[src/sv/assert_macros.svh]
// Assertion macros for the two-body step block, used by the sequencer tbgs_ctrl.
// Include by bare file name; no other dependencies.
`ifndef ASSERT_MACROS_SVH
`define ASSERT_MACROS_SVH

// Same-cycle implication, disabled while reset is asserted.
`define ASSERT_SAME(lbl, clk, rst_n, ante, cons) \
    lbl: assert property (@(posedge clk) disable iff (!rst_n) (ante) |-> (cons)) \
        else $error("same-cycle check failed");

// Next-cycle implication, disabled while reset is asserted.
`define ASSERT_NEXT(lbl, clk, rst_n, ante, cons) \
    lbl: assert property (@(posedge clk) disable iff (!rst_n) (ante) |=> (cons)) \
        else $error("next-cycle check failed");

`endif

[src/sv/tbgs_pkg.sv]
// Shared constants and types for the two-body step block.
// Used by the controller, the datapath and the top level; no dependencies.
`timescale 1ns / 1ps

package tbgs_pkg;

    localparam int W          = 64;
    localparam int MU_W       = 63;
    localparam int CFG_IDX_W  = 2;
    localparam int MUL_A_W    = 198;
    localparam int MUL_B_W    = 66;
    localparam int MUL_STEPS  = 66;
    localparam int SRC_W      = 130;
    localparam int ROOT_W     = 65;
    localparam int REM_W      = 66;
    localparam int SQ_STEPS   = 65;
    localparam int L3_W       = 195;
    localparam int NUM_W      = 207;
    localparam int DIV_STEPS  = 207;
    localparam int CNT_W      = 8;

    localparam logic [CFG_IDX_W-1:0] REG_MU_FIRST  = 2'd0;
    localparam logic [CFG_IDX_W-1:0] REG_MU_SECOND = 2'd1;

    // datapath operations
    localparam logic [3:0] OP_NOP     = 4'd0;
    localparam logic [3:0] OP_LOAD    = 4'd1;
    localparam logic [3:0] OP_DIFF    = 4'd2;
    localparam logic [3:0] OP_MUL_LD  = 4'd3;
    localparam logic [3:0] OP_MUL_RUN = 4'd4;
    localparam logic [3:0] OP_STORE   = 4'd5;
    localparam logic [3:0] OP_SQ_LD   = 4'd6;
    localparam logic [3:0] OP_SQ_RUN  = 4'd7;
    localparam logic [3:0] OP_DIV_LD  = 4'd8;
    localparam logic [3:0] OP_DIV_RUN = 4'd9;
    localparam logic [3:0] OP_ACC     = 4'd10;
    localparam logic [3:0] OP_UPDATE  = 4'd11;
    localparam logic [3:0] OP_OUT     = 4'd12;

    // multiply operand pairs
    localparam logic [2:0] MSEL_DX2   = 3'd0;
    localparam logic [2:0] MSEL_DY2   = 3'd1;
    localparam logic [2:0] MSEL_L2    = 3'd2;
    localparam logic [2:0] MSEL_L3    = 3'd3;
    localparam logic [2:0] MSEL_AX0   = 3'd4;
    localparam logic [2:0] MSEL_AY0   = 3'd5;
    localparam logic [2:0] MSEL_AX1   = 3'd6;
    localparam logic [2:0] MSEL_AY1   = 3'd7;

    // product destinations
    localparam logic [2:0] STSEL_S    = 3'd0;
    localparam logic [2:0] STSEL_SADD = 3'd1;
    localparam logic [2:0] STSEL_L3   = 3'd2;

    typedef struct packed {
        logic [3:0] op;
        logic [2:0] sel;
    } cmd_t;

endpackage

[src/sv/tbgs_ctrl.sv]
// Sequencer of the two-body step: handshakes and the order of datapath operations.
// Depends on tbgs_pkg and assert_macros.svh.
`timescale 1ns / 1ps
`include "assert_macros.svh"

module tbgs_ctrl
(
    input  logic           clk,
    input  logic           rst_n,
    input  logic           in_valid,
    input  logic           in_mode,
    output logic           in_ready,
    output logic           out_valid,
    input  logic           out_ready,
    input  logic           sep_zero,
    output tbgs_pkg::cmd_t cmd
);

    localparam logic [3:0] ST_IDLE    = 4'd0;
    localparam logic [3:0] ST_CHK     = 4'd1;
    localparam logic [3:0] ST_MUL_LD  = 4'd2;
    localparam logic [3:0] ST_MUL_RUN = 4'd3;
    localparam logic [3:0] ST_STORE   = 4'd4;
    localparam logic [3:0] ST_SQ_LD   = 4'd5;
    localparam logic [3:0] ST_SQ_RUN  = 4'd6;
    localparam logic [3:0] ST_DIV_LD  = 4'd7;
    localparam logic [3:0] ST_DIV_RUN = 4'd8;
    localparam logic [3:0] ST_ACC     = 4'd9;
    localparam logic [3:0] ST_UPD     = 4'd10;
    localparam logic [3:0] ST_OUT     = 4'd11;

    logic [3:0]                 state_reg, state_next;
    logic [tbgs_pkg::CNT_W-1:0] cnt_reg, cnt_next;
    logic [2:0]                 midx_reg, midx_next;
    logic                       out_valid_reg, out_valid_next;

    always_comb
    begin
        state_next     = state_reg;
        cnt_next       = cnt_reg;
        midx_next      = midx_reg;
        out_valid_next = out_valid_reg && !out_ready;
        in_ready       = 1'b0;
        cmd.op         = tbgs_pkg::OP_NOP;
        cmd.sel        = midx_reg;
        unique case (state_reg)
            ST_IDLE:
            begin
                in_ready = 1'b1;
                if (in_valid)
                begin
                    cmd.op     = in_mode ? tbgs_pkg::OP_DIFF : tbgs_pkg::OP_LOAD;
                    state_next = in_mode ? ST_CHK : ST_OUT;
                end
            end
            ST_CHK:
            begin
                midx_next  = tbgs_pkg::MSEL_DX2;
                state_next = sep_zero ? ST_OUT : ST_MUL_LD;
            end
            ST_MUL_LD:
            begin
                cmd.op     = tbgs_pkg::OP_MUL_LD;
                cnt_next   = '0;
                state_next = ST_MUL_RUN;
            end
            ST_MUL_RUN:
            begin
                cmd.op   = tbgs_pkg::OP_MUL_RUN;
                cnt_next = cnt_reg + 1'b1;
                if (cnt_reg == tbgs_pkg::CNT_W'(tbgs_pkg::MUL_STEPS - 1))
                begin
                    unique case (midx_reg) inside
                        tbgs_pkg::MSEL_DX2, tbgs_pkg::MSEL_DY2, tbgs_pkg::MSEL_L3:
                            state_next = ST_STORE;
                        tbgs_pkg::MSEL_L2:
                        begin
                            midx_next  = tbgs_pkg::MSEL_L3;
                            state_next = ST_MUL_LD;
                        end
                        default:
                            state_next = ST_DIV_LD;
                    endcase
                end
            end
            ST_STORE:
            begin
                cmd.op = tbgs_pkg::OP_STORE;
                unique case (midx_reg)
                    tbgs_pkg::MSEL_DX2:
                    begin
                        cmd.sel    = tbgs_pkg::STSEL_S;
                        midx_next  = tbgs_pkg::MSEL_DY2;
                        state_next = ST_MUL_LD;
                    end
                    tbgs_pkg::MSEL_DY2:
                    begin
                        cmd.sel    = tbgs_pkg::STSEL_SADD;
                        state_next = ST_SQ_LD;
                    end
                    default:
                    begin
                        cmd.sel    = tbgs_pkg::STSEL_L3;
                        midx_next  = tbgs_pkg::MSEL_AX0;
                        state_next = ST_MUL_LD;
                    end
                endcase
            end
            ST_SQ_LD:
            begin
                cmd.op     = tbgs_pkg::OP_SQ_LD;
                cnt_next   = '0;
                state_next = ST_SQ_RUN;
            end
            ST_SQ_RUN:
            begin
                cmd.op   = tbgs_pkg::OP_SQ_RUN;
                cnt_next = cnt_reg + 1'b1;
                if (cnt_reg == tbgs_pkg::CNT_W'(tbgs_pkg::SQ_STEPS - 1))
                begin
                    midx_next  = tbgs_pkg::MSEL_L2;
                    state_next = ST_MUL_LD;
                end
            end
            ST_DIV_LD:
            begin
                cmd.op     = tbgs_pkg::OP_DIV_LD;
                cnt_next   = '0;
                state_next = ST_DIV_RUN;
            end
            ST_DIV_RUN:
            begin
                cmd.op   = tbgs_pkg::OP_DIV_RUN;
                cnt_next = cnt_reg + 1'b1;
                if (cnt_reg == tbgs_pkg::CNT_W'(tbgs_pkg::DIV_STEPS - 1))
                    state_next = ST_ACC;
            end
            ST_ACC:
            begin
                cmd.op = tbgs_pkg::OP_ACC;
                if (midx_reg == tbgs_pkg::MSEL_AY1)
                    state_next = ST_UPD;
                else
                begin
                    midx_next  = midx_reg + 1'b1;
                    state_next = ST_MUL_LD;
                end
            end
            ST_UPD:
            begin
                cmd.op     = tbgs_pkg::OP_UPDATE;
                state_next = ST_OUT;
            end
            ST_OUT:
            begin
                if (!out_valid_reg || out_ready)
                begin
                    cmd.op         = tbgs_pkg::OP_OUT;
                    out_valid_next = 1'b1;
                    state_next     = ST_IDLE;
                end
            end
            default:
                state_next = ST_IDLE;
        endcase
    end

    always_ff @(posedge clk or negedge rst_n)
    begin
        if (!rst_n)
        begin
            state_reg     <= ST_IDLE;
            cnt_reg       <= '0;
            midx_reg      <= '0;
            out_valid_reg <= 1'b0;
        end
        else
        begin
            state_reg     <= state_next;
            cnt_reg       <= cnt_next;
            midx_reg      <= midx_next;
            out_valid_reg <= out_valid_next;
        end
    end

    assign out_valid = out_valid_reg;

    `ASSERT_NEXT(a_busy_after_accept, clk, rst_n, in_valid && in_ready, state_reg != ST_IDLE)
    `ASSERT_NEXT(a_out_loads_valid, clk, rst_n, (state_reg == ST_OUT) && (!out_valid_reg || out_ready), out_valid_reg)
    `ASSERT_SAME(a_div_count_range, clk, rst_n, state_reg == ST_DIV_RUN, cnt_reg < tbgs_pkg::CNT_W'(tbgs_pkg::DIV_STEPS))

endmodule

[config.mk]
export PLATFORM = sky130hd
export DESIGN_NAME = tbgs_ctrl
export DESIGN_NICKNAME = d
export VERILOG_FILES = /design/src/sv/tbgs_pkg.sv /design/src/sv/tbgs_ctrl.sv
export VERILOG_INCLUDE_DIRS = /design/src /design/src/sv
export SDC_FILE = /design/constraint.sdc
export NUM_CORES = 1
export LEC_CHECK = 0
export BUFFER_PORTS_ARGS = -buffer_cell sky130_fd_sc_hd__buf_2
export CELL_PAD_IN_SITES_DETAIL_PLACEMENT = 1
export CELL_PAD_IN_SITES_GLOBAL_PLACEMENT = 2
export CORE_ASPECT_RATIO = 1.2
export CORE_MARGIN = 5
export CORE_UTILIZATION = 30
export DETAILED_ROUTE_END_ITERATION = 12
export PLACE_DENSITY_LB_ADDON = 0.1
export SYNTH_ARGS = -nofsm -noshare
export SYNTH_HDL_FRONTEND = slang
export SYNTH_SLANG_ARGS = --single-unit
[constraint.sdc]
create_clock -name clk -period 2.5 [get_ports clk]
set_clock_uncertainty 0.1 [all_clocks]
set_input_delay 0.125 -clock clk [delete_from_list [all_inputs] [get_ports clk]]
set_output_delay 0.125 -clock clk [all_outputs]
set_load 0.01 [all_outputs]
* Yosys cells after proc, flatten, opt, wreduce, memory -nomap -nowiden
Cells that the tools add are included.
** Word-level totals
- Register bits after elaboration :: 16
- Output and inout port bits :: 9
- Word-level logic and storage cells :: 72
- Bits in read-only memories :: 0
- Input bits :: 6
- Memory bits (writable) :: 0
- Memories kept :: 0
- Bits in latches :: 0
** Cells by class
- $lt $le $gt $ge :: 0
- Reduce and logical (&&, ||, !) cells :: 13
- $add $sub $neg :: 2
- Mux-type cells :: 27
- Shifts and indexed selects :: 0
- Multipliers :: 0
- Bitwise logic cells :: 0
- Equality and inequality tests :: 26
- Divide/modulo/power cells :: 0
** Operators by type and width (count)
- $pmux W4 S12 :: 1
- $pmux W4 S11 :: 1
- $mux W4 :: 9
- $mux W3 :: 6
- $eq A4 B3 Y1 const B :: 4
- $eq A4 B4 Y1 const B :: 4
- $eq A8 B7 Y1 const B :: 2
- $ne A2 B2 Y1 const B :: 8
- $pmux W8 S2 :: 1
- $pmux W3 S5 :: 1
- $pmux W3 S2 :: 2
- $reduce_or A3 Y1 :: 3
- $add A8 B1 Y8 const B :: 1
- $eq A4 B2 Y1 const B :: 2
- $eq A8 B8 Y1 const B :: 1
- $eq A3 B2 Y1 const B :: 2
- $reduce_and A6 Y1 :: 1
- $reduce_and A5 Y1 :: 1
- $reduce_bool A5 Y1 :: 1
- $eq A4 B1 Y1 const B :: 1
- $logic_not A4 Y1 :: 1
- $mux W2 :: 2
- $pmux W2 S2 :: 1
- $add A3 B1 Y3 const B :: 1
- 8 further kinds :: 11

* Depth between registers and ports, before layout
Gate-level depths: netlist of run 1.
- Depth after elaboration :: 5
- Depth in mapped cells :: 7

* Least setup slack after synthesis of run 1
No wires, ideal clock.
- Path kind :: register to register
- Start :: register cnt_reg[4] in the netlist's numbering
- End :: register midx_reg[0]
- Setup time :: 127 ps
- Data arrival time :: 1962 ps
- Stages on the path, launching flop included :: 6
- Path buffers :: 0
- Setup slack :: 311 ps
- Cell sequence :: dfrtp_1 -> or3b_1 -> or4_1 -> a32oi_2 -> and3_2 -> mux2_1
** Between the ends
- Word-level cells in the longest chain between the ends :: 3
** Ends and longest elaborated chain
- start, declared :: line tbgs_ctrl.sv:33 : logic [tbgs_pkg::CNT_W-1:0] cnt_reg, cnt_next;
- start signal, assigned :: line tbgs_ctrl.sv:180 : cnt_reg <= cnt_next;
- $eq A8 B7 Y1 (on tied branches) :: line tbgs_ctrl.sv:119, tbgs_ctrl.sv:71
- $ne A2 B2 Y1 (no source line)
- $reduce_and A6 Y1 (no source line) (*)
- end signal, assigned :: line tbgs_ctrl.sv:181 : midx_reg <= midx_next;
- end, declared :: line tbgs_ctrl.sv:34 : logic [2:0] midx_reg, midx_next;
Every way passes the cells marked *; elsewhere a longest branch is shown, timed or not.
A chain may end at the register's enable or synchronous reset.

* Final worst setup path of run 1
Same ends and word-level chain as after synthesis.

==> results.py, run 1 <==
metrics = {
    "die": {
        "die_height_um": 83.28,
        "floorplan.initialDensity": 0.3126,
        "floorplan.io_pins": 15,
        "std_cell_core_area_mm2": 0.004294,
        "dieArea_mm2": 0.005918,
        "floorplan.die.width_um": 71.07,
        "placement_rows": 26,
    },
    "placed_design": {
        "port_buffers": 14,
        "dpl.cell_count": 231,
        "dpl.hpwl_mm": 3.224,
        "placedInstanceArea_mm2": 0.001511,
        "gp_routability_congestion": 0.7872,
    },
    "logic_synthesis": {
        "post_synth_instance_area_mm2": 0.001343,
        "ys_seq_area_frac": 0.2982,
        "yosys.area_share.adder": 0.09320,
        "synth_cell_types": 50,
        "synth-async-reset-ratio": 1.000,
        "synth.ff_latch_count": 16,
        "synth_compound_area_frac": 0.2777,
        "synthCells": 162,
        "synth_fp_nets": 178,
        "synth.yosys.warnings": 0,
        "synth_xor_area_frac": 0.01305,
        "synthMuxAreaShare": 0.03448,
        "synth_top_family_by_area": "compound AO/OA/AOI/OAI gates",
        "ys.flop_type": "sky130_fd_sc_hd__dfrtp_1",
        "yosys.area_share.simple": 0.2265,
        "syn_avg_cell_area_um2": 8.287,
        "synth-edff-count": 0,
    },
    "timing": {
        "worst_case_headroom_to_the_max_slew_limit": 0.6644,
        "rsz0062_at_grt": "false",
        "fmax_mhz": 424.4,
        "setup_total_negative_slack_ps": 0,
        "finalHoldViolCount": 0,
        "period_needed_ps": 2356,
        "total_setup_violations_reported_at_the_end_of_the_flow": 0,
        "worst_slew_pin_slew_ps": 490.7,
        "finalMaxSlewViolations": 0,
        "layout_worst_path_cycle_share": 0.9426,
    },
    "setup_path": {
        "critical_path.n_buffers_inverters": 0,
        "timing.critical_path.from_type": "register",
        "endpoint_kind": "register",
        "worst-endpoint-required_ps": 2530,
        "critical_path_arrival_ps": 2380,
        "crit_path_cell_trace": "or3b_1 -> or4_1 -> a32oi_2 -> and3_2 -> mux2_1",
        "cpPeakStageDelay_ps": 430,
        "critical_path_class": "reg -> reg",
        "worstPathMaxFanout": 6,
        "crit_slowest_cell": "sky130_fd_sc_hd__or3b_1",
        "critical_path.top_delay_family": "simple AND/OR/NAND/NOR gates",
    },
    "clocking": {
        "ctsHtreeMaxLevel": 1,
        "postCtsSetupRepairBufs": 0,
        "clkSlewWorstSetupHoldPaths_ps": 60,
        "cts-root-to-sink-buffers": 2,
        "clock_sinks": 16,
        "cts_tree": "yes",
        "cts_made_buffers": 3,
        "clock_insertion_delay_worst_skew_ps": 240,
        "clk_tree_root_cell": "sky130_fd_sc_hd__clkbuf_8",
    },
    "route": {
        "drt_first_pass_iters": 4,
        "drcViolationCount": 0,
        "routed_wirelength_mm": 3.953,
        "vias_per_cell": 5.519,
        "drt_iter0_drc": 39,
        "number_of_antenna_violating_nets_in_the_routed_design": 0,
        "dr_total_vias": 1297,
        "route.detailed.wl_per_inst_um": 16.82,
    },
    "hold_path": {
        "worst_hold_path_type": "in -> reg",
    },
    "power_and_ir_drop": {
        "p_leak_nw": 0.6841,
        "p_total_mw": 1.920,
        "max-vdd-ir-drop_mv": 0.4848,
        "power_per_cell_area_mw_per_mm2": 1229,
    },
    "finish": {
        "design.final.nets": 197,
        "num-fill-cells": 551,
        "largest_register_ff_count": 8,
        "regArea_um2": 400.4,
        "final_layout_size_suffix_gt1_frac": 0.1899,
        "multi_input_area_um2": 865.8,
        "stdcell_area_mm2": 0.001563,
        "final-instance-count-excl-fill": 235,
        "layout.cells.most_common": "sky130_fd_sc_hd__dfrtp_1",
        "antenna_cells_inserted": 0,
        "area_growth_syn_to_layout_pct": 16.40,
        "most_frequent_cells_in_the_layout": "sky130_fd_sc_hd__dfrtp_1 (16), sky130_fd_sc_hd__o21ai_0 (14), sky130_fd_sc_hd__buf_2 (14)",
        "finish.utilization": 0.3639,
    },
    "global_route": {
        "grt_first_pass_wirelength_mm": 6.872,
        "grt.total_usage": 0.1410,
        "grt_antenna_before_repair": 0,
        "globalRoute.totalOverflow": 0,
        "grt_max_degree": 18,
        "grt_pass1_vias": 1400,
    },
    "run": {
        "drv_cap": 0,
    },
    "status": {
        "outcome": "finished clean",
    },
}
-- timing repair --
item                                   CTS  global route
endpoints found under the hold margin   16             0
gates resized for setup                  0             0
hold buffers                             1             0
-- Yosys cell counts, drive strengths merged, types with 2 or more instances --
library cell / number / area, µm²
nand2: 7 / 26.28
ha: 10 / 125.1
nor3: 2 / 10.01
nor2: 11 / 41.29
a31o: 2 / 17.52
clkbuf: 8 / 30.03
inv: 10 / 37.54
and3: 2 / 13.77
and2: 2 / 12.51
or3: 3 / 18.77
dfrtp: 16 / 400.4
mux2: 2 / 26.27
nand2b: 8 / 50.05
o22a: 3 / 26.28
a22o: 2 / 17.52
nand4: 4 / 25.02
mux2i: 2 / 20.02
o21ai: 14 / 70.07
a2111oi: 2 / 17.52
a21o: 2 / 15.01
a21oi: 9 / 45.04
a31oi: 4 / 25.02
buf: 2 / 8.750
o22ai: 4 / 25.02
or2: 2 / 12.51
o21bai: 2 / 15.01
nand3: 5 / 25.02
nor2b: 3 / 18.77
-- per-stage QoR --
stage | setup WS, ps | hold WS, ps
finish | 143.5 | 169.4
global route | 43.51 | 199.0
CTS | 144.7 | 166.8
detailed placement | 159.5 | -29.33
global placement | 201.6 | -31.35
floorplan | 310.5 | -270.6
-- area by class of cell --
type / instances / share of cell area
timing repair buffer: 24 / 0.09448
sequential: 16 / 0.2562
multi-input combinational: 126 / 0.5540
clock buffer: 3 / 0.02642
inverter: 10 / 0.02402
tap: 56 / 0.04484
-- kinds of logic (layout without fill, tap and decap cells) --
kind of cell	count (synthesis)	count (layout)
multiplexers	4	4
XOR/XNOR	2	2
AND/OR/NAND/NOR	55	55
AO/OA/AOI/OAI	55	55
flip-flops	16	16
buffers and inverters	20	37
adder cells (fa/ha/maj)	10	10
-- report_power, final --
part / leakage [nW] / total, mW / internal (mW) / switching, mW
Sequential: 0.210 / 0.443 / 0.336 / 0.106
Combinational: 0.453 / 1.29 / 0.553 / 0.732
Clock: 0.0216 / 0.193 / 0.107 / 0.0858
Total: 0.684 / 1.92 / 0.996 / 0.924
-- tightest hold or removal path: stages --
cell and delay (ps):
sky130_fd_sc_hd__buf_2 70, sky130_fd_sc_hd__nand2b_1 160, sky130_fd_sc_hd__o21ai_0 110
-- layer usage --
layer	global-route usage	part of all wire	vias up
met5	0	0	-
met4	0.03590	0.0068	0
met3	0.01691	0.021	2
met2	0.2624	0.55	14
met1	0.1669	0.43	649
li1	-	-	632
-- worst paths after layout --
kind / start / to / slack (ps) / cells past startpoint
worst max register to register: cnt_reg[4] / midx_reg[0] / 140 / 5
worst max-delay path: cnt_reg[4] / midx_reg[0] / 140 / 5
worst min register to register: cnt_reg[5] / cnt_reg[5] / 410 / 1
max in group asynchronous: rst_n / cnt_reg[7] / 1790 / 2
min in group asynchronous: rst_n / cnt_reg[1] / 230 / 2
worst min-delay path: out_ready / out_valid / 170 / 3
Power figures use the tool's default switching activity.
==> run 2: changes to the inputs <==
--- a/config.mk
+++ b/config.mk
@@ -8,7 +8,7 @@
 export LEC_CHECK = 0
 export BUFFER_PORTS_ARGS = -buffer_cell sky130_fd_sc_hd__buf_2
 export CELL_PAD_IN_SITES_DETAIL_PLACEMENT = 1
-export CELL_PAD_IN_SITES_GLOBAL_PLACEMENT = 2
+export CELL_PAD_IN_SITES_GLOBAL_PLACEMENT = 1
 export CORE_ASPECT_RATIO = 1.2
 export CORE_MARGIN = 5
 export CORE_UTILIZATION = 30
==> results.py, run 2 (synthesis gave the netlist of run 1 again) <==
metrics = {
    "global_route": {
        "grt.total_usage": 0.1440,
        "grt_pass1_vias": 1406,
        "globalRoute.totalOverflow": 0,
        "grt_antenna_before_repair": 0,
        "grt_max_degree": 18,
        "grt_first_pass_wirelength_mm": 7.024,
    },
    "die": {
        "std_cell_core_area_mm2": 0.004294,
        "placement_rows": 26,
        "floorplan.die.width_um": 71.07,
        "floorplan.io_pins": 15,
        "die_height_um": 83.28,
        "dieArea_mm2": 0.005918,
        "floorplan.initialDensity": 0.3126,
    },
    "hold_path": {
        "timing.hold.worst.start": "out_ready",
        "timing.hold.worst_endpoint": "out_valid",
        "hold_depth": 3,
        "worst_hold_path_type": "in -> reg",
    },
    "timing": {
        "worst_slew_pin_slew_ps": 504.3,
        "layout_worst_path_cycle_share": 0.9646,
        "setup_total_negative_slack_ps": 0,
        "worst_case_headroom_to_the_max_slew_limit": 0.6551,
        "finalMaxSlewViolations": 0,
        "rsz0062_at_grt": "false",
        "finalHoldViolCount": 0,
        "total_setup_violations_reported_at_the_end_of_the_flow": 0,
        "period_needed_ps": 2412,
        "fmax_mhz": 414.7,
    },
    "finish": {
        "stdcell_area_mm2": 0.001570,
        "most_frequent_cells_in_the_layout": "sky130_fd_sc_hd__dfrtp_1 (16), sky130_fd_sc_hd__o21ai_0 (14), sky130_fd_sc_hd__buf_2 (14)",
        "design.final.nets": 198,
        "final-instance-count-excl-fill": 236,
        "largest_register_ff_count": 8,
        "antenna_cells_inserted": 0,
        "num-fill-cells": 549,
        "final_layout_size_suffix_gt1_frac": 0.1944,
        "layout.cells.most_common": "sky130_fd_sc_hd__dfrtp_1",
        "area_growth_syn_to_layout_pct": 16.96,
    },
    "placed_design": {
        "dpl.cell_count": 232,
        "placedInstanceArea_mm2": 0.001519,
        "gp_routability_congestion": 0.8117,
        "port_buffers": 14,
        "dpl.hpwl_mm": 3.258,
    },
    "power_and_ir_drop": {
        "switchingPower_mw": 0.9334,
        "power_switching_share": 0.4813,
        "share_clk_of_total_power": 0.100,
        "comb_power_share": 0.671,
        "sequentialPowerShare": 0.230,
        "power_per_cell_area_mw_per_mm2": 1235,
        "max-vdd-ir-drop_mv": 0.4262,
        "p_leak_nw": 0.6887,
        "cell_internal_pwr_mw": 1.006,
    },
    "setup_path": {
        "rr_startpoint": "cnt_reg[4]",
        "critical_path_class": "reg -> reg",
        "critical_path_arrival_ps": 2440,
        "crit_path_cell_trace": "or3b_1 -> or4_1 -> a32oi_2 -> and3_2 -> mux2_1",
        "endpoint_kind": "register",
        "depth_of_the_worst_register_to_register_path": 5,
        "worstPathMaxFanout": 6,
        "cpPeakStageDelay_ps": 450,
        "timing.critical_path.from_type": "register",
        "r2r-end": "midx_reg[0]",
        "worst-endpoint-required_ps": 2530,
        "regToRegSetupSlack_ps": 90,
        "crit_slowest_cell": "sky130_fd_sc_hd__or4_1",
    },
    "route": {
        "number_of_antenna_violating_nets_in_the_routed_design": 0,
        "drt_iter0_drc": 98,
        "routed_wirelength_mm": 4.088,
        "drt_first_pass_iters": 4,
        "dr_total_vias": 1295,
        "drcViolationCount": 0,
        "route.detailed.wl_per_inst_um": 17.32,
        "vias_per_cell": 5.487,
    },
    "clocking": {
        "cts_tree": "yes",
        "clkSlewWorstSetupHoldPaths_ps": 60,
        "clock_sinks": 16,
        "cts-root-to-sink-buffers": 2,
        "ctsHtreeMaxLevel": 1,
        "cts_made_buffers": 3,
        "postCtsSetupRepairBufs": 0,
        "clock_insertion_delay_worst_skew_ps": 250,
        "clk_tree_root_cell": "sky130_fd_sc_hd__clkbuf_8",
    },
    "run": {
        "drv_cap": 0,
    },
    "status": {
        "outcome": "finished clean",
    },
}
## run 2: changes by cell type in the layout (fill, tap and decap cells not counted), sizes merged
cell,change
buf,+1
## run 2: power by group through the flow
stage | clock (mW) | sequential [mW] | combinational [mW]
4_1_cts | 0.200 | 0.445 | 1.32
6_report | 0.193 | 0.446 | 1.30
5_1_grt | 0.213 | 0.467 | 1.44
3_5_place_dp | 0 | 0.451 | 1.31
3_3_place_gp | 0 | 0.448 | 1.28
2_1_floorplan | 0 | 0.392 | 0.916
## run 2: layout make-up
| class | instances | area (µm²) | area share |
|---|---|---|---|
| repair buffers | 25 | 155.1 | 0.09880 |
| multi-input cells | 126 | 865.8 | 0.5514 |
| inverters | 10 | 37.54 | 0.02390 |
| flip-flops and latches | 16 | 400.4 | 0.2550 |
| well taps | 56 | 70.07 | 0.04462 |
| clock buffers | 3 | 41.29 | 0.02629 |
## run 2: critical path, delay by kind of cell (launching register included)
kind            cells  cell delay, ps
simple gates        3            1160
flops               1             440
mux                 1             320
compound gates      1             280
## run 2: how the worst max path moves through the flow
| stage | startpoint | endpoint | slack (ps) | depth (start not counted) |
|---|---|---|---|---|
| 2_1_floorplan | cnt_reg[4] | midx_reg[0] | 310 | 5 |
| 3_3_place_gp | cnt_reg[4] | midx_reg[0] | 200 | 5 |
| 3_5_place_dp | cnt_reg[4] | midx_reg[0] | 110 | 5 |
| 4_1_cts | cnt_reg[4] | midx_reg[0] | 90 | 5 |
| 5_1_grt | cnt_reg[4] | midx_reg[0] | 1 | 5 |
| 6_report | cnt_reg[4] | midx_reg[0] | 90 | 5 |
## run 2: per-layer routing
layer | part of all wire | wire [µm] | vias to the layer above | track usage
met4 | 0.0061 | 25 | 0 | 0.03761
met1 | 0.43 | 1757 | 642 | 0.1686
met5 | 0 | 0 | - | 0
met2 | 0.55 | 2233 | 12 | 0.2726
li1 | - | - | 637 | -
met3 | 0.017 | 70 | 4 | 0.01329
## run 2: what timing repair did
item,CTS,global route
hold buffers,1,0
hold endpoints to repair,16,0
resized for setup,0,0
## run 2: through the flow
step	power (mW)	utilization	setup WS [ps]	hold slack [ps]
final	1.939	0.3657	88.38	158.2
after global routing	2.120	0.3657	1.350	201.2
after CTS	1.964	0.3657	87.74	162.3
after detailed placement	1.763	0.3537	107.2	-28.83
after global placement	1.723	0.3537	195.4	-30.68
after floorplan	1.308	-	310.5	-270.6
